`src/hdl/dks_pkg.sv`:
```
// package for the draw order key sorter
// holds the entry record, the cell control group and the ordering function
// used by dks_cell and draw_order_key_sorter
package dks_pkg;

	typedef struct packed {
		logic [31:0] key;
		logic [31:0] seq;
		logic [15:0] handle;
	} entry_t;

	typedef struct packed {
		logic load;
		logic pop;
	} cell_ctrl_t;

	// strict order: signed key, then unsigned sequence
	function automatic logic goes_before(input entry_t a, input entry_t b);
		logic key_lt;
		logic key_eq;
		logic seq_lt;
		key_lt = $signed(a.key) < $signed(b.key);
		key_eq = a.key == b.key;
		seq_lt = a.seq < b.seq;
		return key_lt || (key_eq && seq_lt);
	endfunction

endpackage

```
`src/hdl/dks_cell.sv`:
```
// one cell of the sorted register chain: holds one entry and its valid bit
// inserts from the broadcast input or the left neighbor, pops from the right neighbor
// depends on dks_pkg
module dks_cell (
	input  logic                clk,
	input  logic                arst_n,
	input  dks_pkg::cell_ctrl_t ctrl,
	input  dks_pkg::entry_t     new_entry,
	input  logic                prev_take,
	input  logic                prev_valid,
	input  dks_pkg::entry_t     prev_entry,
	input  logic                next_valid,
	input  dks_pkg::entry_t     next_entry,
	output logic                take,
	output logic                valid,
	output dks_pkg::entry_t     entry
);

	logic            valid_q;
	dks_pkg::entry_t entry_q;

	assign take  = !valid_q || dks_pkg::goes_before(new_entry, entry_q);
	assign valid = valid_q;
	assign entry = entry_q;

	always_ff @(posedge clk or negedge arst_n) begin
		if (!arst_n) begin
			valid_q <= 1'b0;
		end else if (ctrl.pop) begin
			valid_q <= next_valid;
		end else if (ctrl.load && take) begin
			valid_q <= valid_q || !prev_take || prev_valid;
		end
	end

	always_ff @(posedge clk) begin
		if (ctrl.pop) begin
			entry_q <= next_entry;
		end else if (ctrl.load && take) begin
			entry_q <= prev_take ? prev_entry : new_entry;
		end
	end

endmodule

```
`config.mk`:
```
export PLATFORM = sky130hd
export DESIGN_NAME = dks_cell
export DESIGN_NICKNAME = d
export VERILOG_FILES = /design/src/hdl/dks_pkg.sv /design/src/hdl/dks_cell.sv
export SDC_FILE = /design/constraint.sdc
export NUM_CORES = 1
export LEC_CHECK = 0
export BUFFER_PORTS_ARGS = -buffer_cell sky130_fd_sc_hd__clkbuf_2
export CAP_MARGIN = 20
export CELL_PAD_IN_SITES_DETAIL_PLACEMENT = 1
export CELL_PAD_IN_SITES_GLOBAL_PLACEMENT = 1
export CORE_MARGIN = 1.5
export CORE_UTILIZATION = 34
export CTS_CLUSTER_SIZE = 8
export DETAILED_ROUTE_END_ITERATION = 6
export PLACE_DENSITY = 0.9
export SLEW_MARGIN = 20
export SYNTH_ARGS = -nofsm -noshare
export SYNTH_HDL_FRONTEND = slang
export SYNTH_SLANG_ARGS = --single-unit
```
`constraint.sdc`:
```
create_clock -name clk -period 10.25 [get_ports clk]
set_input_delay 2.05 -clock clk [delete_from_list [all_inputs] [get_ports clk]]
set_output_delay 2.05 -clock clk [all_outputs]
set_load 0.05 [all_outputs]
```
Yosys cells after proc, flatten, opt, wreduce, memory -nomap -nowiden
Index checks and enable logic that the tools add are counted.

Memory bits (read-only): 0. Word-level logic and storage cells: 21. Latch bits: 0. Bits in writable memories: 0. Register bits after elaboration: 81. Input port bits: 247. Memories kept: 0. Output and inout bits: 82.

Add/subtract/negate cells: 0. $lt $le $gt $ge: 2. Equal/unequal tests: 1. Bitwise logic cells: 0. Multiply operators: 0. Divide/modulo/power cells: 0. Multiplexer cells: 5. Reductions and logical operators: 9. Shift operators: 0.

Operators by type and width (count): 80-bit 2-to-1 mux (3); 32-bit less-than comparator (2); 32-bit == test (1); 1-bit logical OR (4); 1-bit logical AND (2); 1-bit logical NOT (2); 1-bit 2-to-1 mux (2); 2-bit nonzero test (1).

Logic depth before layout (Yosys ltp)
Gate-level depths: netlist (run 1).

Word-level depth: 7. Mapped depth: 8. Gate-level depth less buffers: 8.

Least setup slack after synthesis (run 1)
No wires, ideal clock.

Path kind: input -> register. Start point: input port new_entry[30] (netlist name). End point: register entry_q (netlist bit entry[0]), enable pin. Required time: 9782 ps. Slack: 4120 ps. Library setup time: 468 ps. Arrival: 5662 ps. Stages on the path: 6. Path buffers: 0. Cells stage by stage: ha_1 and4_2 a221o_1 o311ai_1 nand3_1 a41oi_2.

Longest elaborated chain between the ends: 6.

Ends and longest elaborated chain: start, declared (RTL line dks_cell.sv:8) `input dks_pkg::entry_t new_entry,`; 32-bit less-than comparator (RTL line dks_pkg.sv:24) `seq_lt = a.seq < b.seq;`; 1-bit logical AND (RTL line dks_pkg.sv:25) `return key_lt || (key_eq && seq_lt);`; 1-bit logical OR (RTL line dks_pkg.sv:25); 1-bit logical OR (RTL line dks_cell.sv:22) `assign take = !valid_q || dks_pkg::goes_before(new_entry, entry_q);`; 1-bit logical AND (RTL line dks_cell.sv:39) `end else if (ctrl.load && take) begin`; 2-bit nonzero test (no line); end signal, assigned (RTL line dks_cell.sv:38) `entry_q <= next_entry;`; end signal, assigned (RTL line dks_cell.sv:40) `entry_q <= prev_take ? prev_entry : new_entry;`; end, declared (RTL line dks_cell.sv:20) `dks_pkg::entry_t entry_q;`.

No other way between the ends. A chain may end at the register's enable or synchronous reset.

Worst setup path in the final report (run 1)
Start point: input port new_entry[71] (netlist name). End point: output port take.

Longest elaborated chain between the ends: 4. Elaborated cells between the ends (all ways): 5. Those cells by class: order compare: 1; eq/ne: 1; reduce/logical: 3.

Ends and longest elaborated chain: parallel branches: the longest is 2 deep, another holds 32-bit less-than comparator; 1-bit logical OR * (RTL line dks_pkg.sv:25); 1-bit logical OR * (RTL line dks_cell.sv:22); end, declared (RTL line dks_cell.sv:14) `output logic take,`.

Mark *: on every way between the ends.

==> results of run 1 <==
[worst max path at each step]
stage | cells past startpoint | startpoint | slack [ns] | endpoint
after global placement | 8 | new_entry[79] | 3.73 | take
after detailed placement | 8 | new_entry[71] | 3.73 | take
after CTS | 8 | new_entry[71] | 3.74 | take
after global routing | 8 | new_entry[71] | 3.65 | take
after floorplan | 6 | new_entry[30] | 4.12 | entry[0]
final | 8 | new_entry[71] | 3.76 | take
[where the power goes]
group | internal (mW) | switching (mW) | total, mW
Sequential | 0.420 | 0.0219 | 0.442
Clock | 0.187 | 0.137 | 0.324
Combinational | 0.131 | 0.300 | 0.431
Total | 0.739 | 0.458 | 1.20
[metal layers]
| metal | global-route usage [%] | up-vias | wire length [µm] |
|---|---|---|---|
| met4 | 8.42 | 0 | 508 |
| met2 | 43.1 | 203 | 10600 |
| li1 | - | 2712 | - |
| met5 | 0 | - | 0 |
| met3 | 5.04 | 33 | 1150 |
| met1 | 25.4 | 2631 | 7860 |
[per-stage QoR]
step                      power [mW]  instance area (µm²)
after floorplan                0.735                 5680
after global placement         0.865                 7530
after detailed placement       0.884                 7530
after CTS                       1.21                 7820
after global routing            1.26                 7820
final                           1.20                 7820
[worst register-to-register path, stage by stage (launching register included)]
cell and delay, ns:
sky130_fd_sc_hd__edfxtp_1 0.37, sky130_fd_sc_hd__inv_1 0.05, sky130_fd_sc_hd__ha_1 0.30, sky130_fd_sc_hd__nand4_1 0.18, sky130_fd_sc_hd__nor4_1 0.71, sky130_fd_sc_hd__o2111a_1 0.34
sky130_fd_sc_hd__nand3_1 0.24, sky130_fd_sc_hd__a41oi_4 0.30, sky130_fd_sc_hd__buf_4 0.55
[kinds of logic (layout without fill, tap and decap cells)]
family	count (synthesis)	after routing	synth area share, %
simple gates	131	131	10.1
compound gates	130	130	13.0
buf+inv	92	413	6.25
flops	81	81	42.7
fa+ha+maj	63	63	13.9
mux	80	80	14.1
[cell usage after synthesis, drive strengths merged, types with 2 or more instances]
library cell and number:
a2111oi 3, a221oi 2, nor4 2, a21oi 23, ha 63, nor2 6, mux2i 80, inv 65
nand4 13, a221o 2, nand2b 2, o31ai 2, clkbuf 19, and4 3, nor2b 3, nand2 91
buf 8, nand3 10, edfxtp 80, o21ai 87, a21o 3
[state kept, by name, summed over array words and instances (netlist names)]
signal and cells:
valid 1, entry 80
[placed cells by master, fill, tap and decap left out, types with 2 or more instances in the layout]
master,n
sky130_fd_sc_hd__a2111oi_0,2
sky130_fd_sc_hd__a21o_1,3
sky130_fd_sc_hd__a21oi_1,21
sky130_fd_sc_hd__a21oi_2,2
sky130_fd_sc_hd__a221o_1,2
sky130_fd_sc_hd__a221oi_1,2
sky130_fd_sc_hd__and4_2,2
sky130_fd_sc_hd__buf_4,6
sky130_fd_sc_hd__clkbuf_16,9
sky130_fd_sc_hd__clkbuf_2,326
sky130_fd_sc_hd__clkinv_2,2
sky130_fd_sc_hd__clkinvlp_4,2
sky130_fd_sc_hd__edfxtp_1,80
sky130_fd_sc_hd__ha_1,63
sky130_fd_sc_hd__inv_1,65
sky130_fd_sc_hd__mux2i_1,80
sky130_fd_sc_hd__nand2_1,91
sky130_fd_sc_hd__nand2b_1,2
sky130_fd_sc_hd__nand3_1,10
sky130_fd_sc_hd__nand4_1,13
sky130_fd_sc_hd__nor2_1,6
sky130_fd_sc_hd__nor2b_1,3
sky130_fd_sc_hd__nor4_1,2
sky130_fd_sc_hd__o21ai_0,86
sky130_fd_sc_hd__o31ai_1,2
[cell type report]
cell class | count | area, µm² | share of cell area [%]
clock buffer | 10 | 229 | 2.93
clock inverter | 6 | 58.8 | 0.752
inverter | 65 | 244 | 3.12
multi-input combinational | 404 | 2910 | 37.2
sequential | 81 | 2430 | 31.0
tap | 220 | 275 | 3.52
timing repair buffer | 332 | 1680 | 21.4
==> qor.txt, run 1 <==
LOGIC SYNTHESIS
--------------------------------------------------------------------------------------
Number of warnings issued by yosys                                                   0
Number of enable-type register cells in the synthesized netlist                     80
Cell area after synthesis                                                     5680 µm²
Number of register bits inferred by synthesis                                       81
Average cell area after synthesis                                             9.85 µm²
Area share of the leading cell type in the synthesized netlist                   42.3%
Area contributors post-synth                                              sky130_fd_sc_hd__edfxtp_1 42%, sky130_fd_sc_hd__mux2i_1 14%, sky130_fd_sc_hd__ha_1 14%
Share of synthesized registers carrying an async set or reset                    1.23%
Sequential area share after synthesis                                            42.7%
Predominant post-synthesis flop cell                                      sky130_fd_sc_hd__edfxtp_1
Syn nets                                                                           887
Count of different cell masters after synthesis                                     35
Synth Instances                                                                    577
Cell taking the most area after synthesis                                 sky130_fd_sc_hd__edfxtp_1

CLOCK NETWORK
--------------------------------------------------------------------------------------
Clk pin slew, worst setup/hold paths                                           0.06 ns
Clk Latency, worst-skew pair                                                   0.34 ns
Hold-fix buffers, CTS                                                                0
Cells resized by post-CTS repair                                                     0
CTS H-tree depth                                                                     3
Maximum buffer depth of the clock tree                                               2
Post-CTS repair timing setup buffer count                                            0
CTS root buf                                                              sky130_fd_sc_hd__clkbuf_16
Clock buffer count from CTS                                                          9
# clock sinks                                                                       81
Clock tree from TritonCTS                                                         done

POWER
--------------------------------------------------------------------------------------
Leakage Power                                                                  4.08 nW
Peak supply drop                                                           0.0000883 V
Pwr per Cell Area                                                           153 nW/µm²

WORST SETUP PATH
--------------------------------------------------------------------------------------
Arr. time, crit path                                                           4.44 ns
Endpoint required time on the critical path                                    8.20 ns
Startpoint types                                                             input pin
Count of cells along the worst register-to-register path                             8
Startpoint of the worst register-to-register path                            entry[70]
Total buffers and inverters traversed by the critical path                           2
Critical Path Fanout Max                                                             3
Worst stage delay on the critical path                                         0.71 ns
Setup CP Type                                                             input pin to primary output
Top cell family by delay on the critical path                             simple AND/OR/NAND/NOR gates
Register-to-register path setup slack                                          6.78 ns
Capturing element type of the critical path                               primary output
Cell-by-cell trace of the critical path                                   clkbuf_2 > ha_1 > nand4_1 > nor4_1 > o2111a_1 > nand3_1 > nand3_1 > clkbuf_2
Library cell contributing the largest single delay on the critical path   sky130_fd_sc_hd__nor4_1
Endpoint of the lowest-slack register-to-register path                       entry[31]

GLOBAL ROUTE
--------------------------------------------------------------------------------------
Number of antenna violations at the first check in global routing                    0
Largest net degree at the start of global routing                                   87
Tot GR Track Use                                                                 23.0%
First-pass GRT wire length                                                    31500 µm
Congestion Overflow GR                                                               0
Via count of the first global-routing pass                                        6037

HOLD PATH
--------------------------------------------------------------------------------------
Number of cells on the worst hold path                                               2
Sink of the worst hold path                                                      valid
Hold Startpoint                                                                  valid
Hold Path Class                                                           flop to flop

ROUTING
--------------------------------------------------------------------------------------
Starting DRT DRC Count                                                             169
Vias                                                                              5579
Total Wirelength                                                              20100 µm
Count of antenna-violating nets left after detailed routing                          0
Pre-antenna DRT Iters                                                                4
DRC violations left                                                                  0
Vias per Instance                                                                 4.99
Average wire per cell in the routed design                                     17.9 µm

STA
--------------------------------------------------------------------------------------
Worst clock skew on the final layout                                         0.0119 ns
Min Hold Slack                                                                0.721 ns
Worst-case headroom to the max-slew limit                                        43.3%
Final count of negative-setup-slack endpoints                                        0
Period utilisation layout                                                        63.3%
Number of failing hold endpoints at the final stage                                  0
Setup repair after global routing missed its margin                              false
Highest clock rate                                                             154 MHz
Setup slack of the critical path after layout                                  3.76 ns
Transition time of the tightest slew-check pin                                0.829 ns
Post-Route Setup TNS                                                              0 ns
Fin crit period                                                                6.49 ns
Count of final max-slew check failures                                               0

FLOORPLAN
--------------------------------------------------------------------------------------
Die Area                                                                     17500 µm²
Number of placement rows                                                            47
Die Wd                                                                          132 µm
Count of boundary I/O pins                                                         329
Core Area                                                                    16500 µm²
Vert. Die Dim                                                                   132 µm
Initial standard-cell utilization of the core                                    34.5%

CELLS AND AREA
--------------------------------------------------------------------------------------
Fraction of layout cells with a size suffix above 1                              39.2%
Number of diodes                                                                     0
Final core occ                                                                   47.5%
Number of nets in the finished design                                             1203
Final Non-Filler Cells                                                            1118
Count of fill cells added during filler insertion                                 2009
Area added between synthesis and finish                                          37.6%

PLACED DESIGN
--------------------------------------------------------------------------------------
Post-DP HPWL                                                                  16600 µm
Worst Setup Slack post-DPL                                                     3.73 ns
Number of placed cells counting well taps                                         1102
Number of buffer cells added on primary ports                                      328
Routability congestion estimate from global placement                            0.808

RUN STATUS
--------------------------------------------------------------------------------------
Outcome                                                                   complete, no violations

FLOW RUN
--------------------------------------------------------------------------------------
Max-cap violations                                                                   0

No activity file was read; power rests on OpenSTA's default activity.
==> inputs of run 2 (changes only) <==
--- a/config.mk
+++ b/config.mk
@@ -10,10 +10,10 @@
 export CELL_PAD_IN_SITES_DETAIL_PLACEMENT = 1
 export CELL_PAD_IN_SITES_GLOBAL_PLACEMENT = 1
 export CORE_MARGIN = 1.5
-export CORE_UTILIZATION = 34
+export CORE_UTILIZATION = 29
 export CTS_CLUSTER_SIZE = 8
 export DETAILED_ROUTE_END_ITERATION = 6
-export PLACE_DENSITY = 0.9
+export PLACE_DENSITY = 0.82
 export SLEW_MARGIN = 20
 export SYNTH_ARGS = -nofsm -noshare
 export SYNTH_HDL_FRONTEND = slang
==> constraint.sdc (replaced) <==
create_clock -name clk -period 5.9 [get_ports clk]
set_input_delay 1.18 -clock clk [delete_from_list [all_inputs] [get_ports clk]]
set_output_delay 1.18 -clock clk [all_outputs]
set_load 0.05 [all_outputs]
==> qor.txt, run 2 (synthesis gave the netlist of run 1 again) <==
CELLS AND AREA
-------------------------------------------------------------------------------------
Number of diodes                                                                    0
Fraction of layout cells with a size suffix above 1                             39.1%
Commonest cells after routing, fill and taps aside                       326 x sky130_fd_sc_hd__clkbuf_2, 91 x sky130_fd_sc_hd__nand2_1, 86 x sky130_fd_sc_hd__o21ai_0, 80 x sky130_fd_sc_hd__mux2i_1, 80 x sky130_fd_sc_hd__edfxtp_1
Max reg flops                                                                      80
Area of all placed cells without fillers                                     7900 µm²
Final Non-Filler Cells                                                           1163
Most frequent standard cell in the layout excluding fill and tap cells   sky130_fd_sc_hd__clkbuf_2
Area added between synthesis and finish                                         39.0%
Number of nets in the finished design                                            1203

CLOCK NETWORK
-------------------------------------------------------------------------------------
CTS H-tree depth                                                                    3
Maximum buffer depth of the clock tree                                              2
Clk pin slew, worst setup/hold paths                                          0.07 ns
Cells resized by post-CTS repair                                                    0
# clock sinks                                                                      81
Clk Latency, worst-skew pair                                                  0.34 ns
CTS root buf                                                             sky130_fd_sc_hd__clkbuf_16
Hold-fix buffers, CTS                                                               0
Clock buffer count from CTS                                                         9
Clock tree from TritonCTS                                                        done
Post-CTS repair timing setup buffer count                                           0

WORST SETUP PATH
-------------------------------------------------------------------------------------
Setup CP Type                                                            input pin to primary output
Endpoint required time on the critical path                                   4.72 ns
Arr. time, crit path                                                          3.44 ns
Critical Path Fanout Max                                                            3
Capturing element type of the critical path                              primary output
Startpoint of the worst register-to-register path                           entry[27]
Critical path origin                                                     new_entry[27]
Startpoint types                                                            input pin

GLOBAL ROUTE
-------------------------------------------------------------------------------------
Via count of the first global-routing pass                                       5774
Congestion Overflow GR                                                              0
Largest net degree at the start of global routing                                  91
Number of antenna violations at the first check in global routing                   0
Tot GR Track Use                                                                19.1%
First-pass GRT wire length                                                   29900 µm

FLOORPLAN
-------------------------------------------------------------------------------------
Initial standard-cell utilization of the core                                   29.4%
Die Area                                                                    20400 µm²
Count of boundary I/O pins                                                        329
Vert. Die Dim                                                                  143 µm
Number of placement rows                                                           51
Core Area                                                                   19300 µm²
Die Wd                                                                         143 µm

STA
-------------------------------------------------------------------------------------
Count of final max-slew check failures                                              0
Setup repair after global routing missed its margin                             false
Transition time of the tightest slew-check pin                                1.04 ns
Worst-case headroom to the max-slew limit                                       30.4%
Final count of negative-setup-slack endpoints                                       0
Period utilisation layout                                                       78.3%
Highest clock rate                                                            216 MHz
Number of failing hold endpoints at the final stage                                 0
Worst clock skew on the final layout                                        0.0111 ns
Fin crit period                                                               4.62 ns
Setup slack of the critical path after layout                                 1.28 ns
Post-Route Setup TNS                                                             0 ns

PLACED DESIGN
-------------------------------------------------------------------------------------
Cell area after placement                                                    7590 µm²
Routability congestion estimate from global placement                           0.784
Worst Setup Slack post-DPL                                                    1.26 ns
Post-DP HPWL                                                                 16300 µm
Number of buffer cells added on primary ports                                     328
Number of placed cells counting well taps                                        1147

ROUTING
-------------------------------------------------------------------------------------
Starting DRT DRC Count                                                             97
Average wire per cell in the routed design                                    17.0 µm
Vias per Instance                                                                4.74
DRC violations left                                                                 0
Pre-antenna DRT Iters                                                               4
Count of antenna-violating nets left after detailed routing                         0
Vias                                                                             5517
Total Wirelength                                                             19800 µm

POWER
-------------------------------------------------------------------------------------
Leakage Power                                                                 4.10 nW
Pwr per Cell Area                                                          268 nW/µm²
Peak supply drop                                                           0.000123 V

RUN STATUS
-------------------------------------------------------------------------------------
Outcome                                                                  complete, no violations

FLOW RUN
-------------------------------------------------------------------------------------
Max-cap violations                                                                  0

HOLD PATH
-------------------------------------------------------------------------------------
Hold Path Class                                                          input pin to async pin

==> run 2: cell types whose count changed in the layout (fill, tap and decap cells not counted) <==
cell / previous run / this run
sky130_fd_sc_hd__bufinv_16: 1 / 2
sky130_fd_sc_hd__clkbuf_1: 1 / 3
sky130_fd_sc_hd__clkinv_1: 1 / 0
sky130_fd_sc_hd__clkinvlp_4: 2 / 0
==> run 2: per-layer routing <==
| metal | global-route usage (%) | part of all wire (%) | up-vias |
|---|---|---|---|
| met5 | 0 | 0 | - |
| met4 | 7.33 | 2.5 | 0 |
| met3 | 4.39 | 7.0 | 32 |
| met2 | 34.8 | 51 | 200 |
| met1 | 21.6 | 39 | 2574 |
| li1 | - | - | 2711 |
==> run 2: final timing paths <==
kind / endpoint / depth (start not counted) / slack (ns)
max in group asynchronous: valid / 1 / 5.22
min in group clk: valid / 2 / 0.74
setup reg to reg: entry[30] / 9 / 2.45
setup / recovery: take / 9 / 1.28
hold / removal: valid / 1 / 0.60
hold reg to reg: valid / 2 / 0.74
==> run 2: final cells by class <==
cell class,count,area (µm²)
clock buffer,12,236
clock inverter,4,70.1
sequential,81,2430
timing repair buffer,332,1680
multi-input combinational,404,2910
tap,265,332
inverter,65,244
fill,2351,11400
==> run 2: where the power goes <==
part / switching (mW) / internal, mW / leakage (nW)
sequential: 0.0369 / 0.730 / 0.826
clock: 0.234 / 0.370 / 0.151
combinational: 0.516 / 0.227 / 3.12
total: 0.787 / 1.33 / 4.10
==> run 2: worst max-delay path, cell delays in order <==
cell and delay, ns:
sky130_fd_sc_hd__clkbuf_2 0.09, sky130_fd_sc_hd__ha_1 0.33, sky130_fd_sc_hd__a21oi_2 0.14, sky130_fd_sc_hd__o21ai_1 0.07, sky130_fd_sc_hd__a221o_1 0.38, sky130_fd_sc_hd__o311ai_1 0.52, sky130_fd_sc_hd__nand3_1 0.25, sky130_fd_sc_hd__nand3_1 0.16
sky130_fd_sc_hd__clkbuf_2 0.31
==> run 2: metrics by stage <==
step                total power [mW]  utilization (%)  hold slack [ns]
global route                    2.23             40.8            0.586
CTS                             2.15             40.8            0.582
global placement                1.51             39.3            0.721
floorplan                       1.28                -            0.859
finish                          2.11             40.8            0.600
detailed placement              1.53             39.3            0.733
==> inputs of run 3 (changes only) <==
==> constraint.sdc (replaced) <==
create_clock -name clk -period 4.22 [get_ports clk]
set_input_delay 0.844 -clock clk [delete_from_list [all_inputs] [get_ports clk]]
set_output_delay 0.844 -clock clk [all_outputs]
set_load 0.05 [all_outputs]
==> qor.txt, run 3 (synthesis gave the netlist of run 1 again) <==
POWER
-------------------------------------------------------------------------------------
Pwr per Cell Area                                                          366 nW/µm²
Register share of total power                                                   37.0%
Sw Ratio                                                                        38.0%
Leakage Power                                                                 4.11 nW
Switching Power                                                               1.10 mW
Proportion of power drawn by combinational gates                                35.8%
Clk pwr share                                                                   27.3%
Internal cell power                                                           1.80 mW
Peak supply drop                                                           0.000171 V

CLOCK NETWORK
-------------------------------------------------------------------------------------
Clock buffer count from CTS                                                         9
Clk Latency, worst-skew pair                                                  0.34 ns
Clock tree from TritonCTS                                                        done
Clk pin slew, worst setup/hold paths                                          0.07 ns
CTS H-tree depth                                                                    3
# clock sinks                                                                      81
Cells resized by post-CTS repair                                                    0
Maximum buffer depth of the clock tree                                              2
Hold-fix buffers, CTS                                                               0
CTS root buf                                                             sky130_fd_sc_hd__clkbuf_16
Post-CTS repair timing setup buffer count                                           0

ROUTING
-------------------------------------------------------------------------------------
Vias                                                                             5587
Total Wirelength                                                             19100 µm
DRC violations left                                                                 0
Pre-antenna DRT Iters                                                               4
Count of antenna-violating nets left after detailed routing                         0
Vias per Instance                                                                4.80
Average wire per cell in the routed design                                    16.4 µm
Starting DRT DRC Count                                                            141

PLACED DESIGN
-------------------------------------------------------------------------------------
Number of placed cells counting well taps                                        1149
Routability congestion estimate from global placement                           0.763
Post-DP HPWL                                                                 15600 µm
Number of buffer cells added on primary ports                                     328

GLOBAL ROUTE
-------------------------------------------------------------------------------------
Met2 track utilization from global routing                                      33.0%
Largest net degree at the start of global routing                                  84
Congestion Overflow GR                                                              0
Via count of the first global-routing pass                                       5515
First-pass GRT wire length                                                   28400 µm
Tot GR Track Use                                                                18.0%
Met1 Usage GRT                                                                  20.7%
GR Util met3                                                                    4.16%
Number of antenna violations at the first check in global routing                   0
Most used routing layer                                                          met2

STA
-------------------------------------------------------------------------------------
Fin crit period                                                               3.93 ns
Worst-case headroom to the max-slew limit                                       51.9%
Transition time of the tightest slew-check pin                               0.703 ns
Count of final max-slew check failures                                              0
Highest clock rate                                                            255 MHz
Post-Route Setup TNS                                                             0 ns
Final count of negative-setup-slack endpoints                                       0
Setup repair after global routing missed its margin                             false
Period utilisation layout                                                       93.0%
Worst clock skew on the final layout                                        0.0119 ns
Number of failing hold endpoints at the final stage                                 0

FLOORPLAN
-------------------------------------------------------------------------------------
Die Wd                                                                         143 µm
Count of boundary I/O pins                                                        329
Number of placement rows                                                           51
Core Area                                                                   19300 µm²
Die Area                                                                    20400 µm²
Initial standard-cell utilization of the core                                   29.4%
Vert. Die Dim                                                                  143 µm

WORST SETUP PATH
-------------------------------------------------------------------------------------
Endpoint required time on the critical path                                   3.38 ns
Startpoint types                                                            input pin
Startpoint of the worst register-to-register path                           entry[55]
Critical Path Fanout Max                                                            3
Arr. time, crit path                                                          3.08 ns
Capturing element type of the critical path                              primary output
Endpoint of the most critical setup path                                         take
Count of cells along the worst register-to-register path                            9
Endpoint of the lowest-slack register-to-register path                      entry[55]
Register-to-register path setup slack                                         1.07 ns
Critical path origin                                                     new_entry[30]
Setup CP Type                                                            input pin to primary output

CELLS AND AREA
-------------------------------------------------------------------------------------
Count of fill cells added during filler insertion                                2358
Number of diodes                                                                    0
Multi-input gate area in the final layout                                    2910 µm²
Storage cell area                                                            2430 µm²
Number of nets in the finished design                                            1205
Final Non-Filler Cells                                                           1165
Area added between synthesis and finish                                         39.4%
Most frequent standard cell in the layout excluding fill and tap cells   sky130_fd_sc_hd__clkbuf_2
Fraction of layout cells with a size suffix above 1                             39.3%
Commonest cells after routing, fill and taps aside                       326 x sky130_fd_sc_hd__clkbuf_2, 91 x sky130_fd_sc_hd__nand2_1, 86 x sky130_fd_sc_hd__o21ai_0, 80 x sky130_fd_sc_hd__mux2i_1, 80 x sky130_fd_sc_hd__edfxtp_1
Max reg flops                                                                      80

FLOW RUN
-------------------------------------------------------------------------------------
Max-cap violations                                                                  0

HOLD PATH
-------------------------------------------------------------------------------------
Hold Path Class                                                          input pin to async pin

RUN STATUS
-------------------------------------------------------------------------------------
Outcome                                                                  complete, no violations

## run 3: changes by cell type in the layout (fill, tap and decap cells not counted), sizes merged
cell      before  now
buf            6    8
clkbuf       338  337
clkinv         2    3
bufinv         2    1
clkinvlp       0    1
## run 3: per-layer routing
layer / vias to the layer above / wire [µm]
li1: 2720 / -
met4: 0 / 338
met5: - / 0
met3: 24 / 1350
met2: 215 / 9770
met1: 2628 / 7600
## run 3: final cells by class
type,instances,share of cell area [%]
clock buffers,11,2.94
clock inverters,5,0.711
inverters,65,3.08
multi-input cells,404,36.8
flip-flops and latches,81,30.6
well taps,265,4.19
repair buffers,334,21.7
## run 3: worst min path at each step
stage                      start     to  slack, ns
after floorplan           arst_n  valid       0.55
after detailed placement  arst_n  valid       0.62
after global routing      arst_n  valid       0.24
final                     arst_n  valid       0.26
after global placement    arst_n  valid       0.62
after CTS                 arst_n  valid       0.25
## run 3: power by group through the flow
stage / sequential (mW) / combinational (mW) / clock, mW
final: 1.07 / 1.04 / 0.791
after global routing: 1.08 / 1.13 / 0.841
after CTS: 1.07 / 1.05 / 0.817
after detailed placement: 1.09 / 1.05 / 0
after global placement: 1.08 / 1.02 / 0
after floorplan: 1.44 / 0.343 / 0
## run 3: critical path, stage by stage
cell                        delay (ns)
sky130_fd_sc_hd__clkbuf_2         0.10
sky130_fd_sc_hd__ha_1             0.32
sky130_fd_sc_hd__and4_2           0.24
sky130_fd_sc_hd__nand2_1          0.10
sky130_fd_sc_hd__a2111oi_0        0.64
sky130_fd_sc_hd__o311ai_1         0.22
sky130_fd_sc_hd__nand3_1          0.24
sky130_fd_sc_hd__nand3_1          0.10
sky130_fd_sc_hd__clkbuf_2         0.27
## run 3: stage by stage
step | instance area (µm²) | power, mW | utilization [%] | hold WS [ns] | setup WS, ns
after floorplan | 5690 | 1.78 | - | 0.548 | 0.103
after global placement | 7630 | 2.11 | 39.5 | 0.620 | 0.273
after detailed placement | 7630 | 2.14 | 39.5 | 0.620 | 0.188
after CTS | 7920 | 2.94 | 41.0 | 0.245 | 0.185
after global routing | 7920 | 3.05 | 41.0 | 0.245 | 0.0906
final | 7920 | 2.90 | 41.0 | 0.264 | 0.294
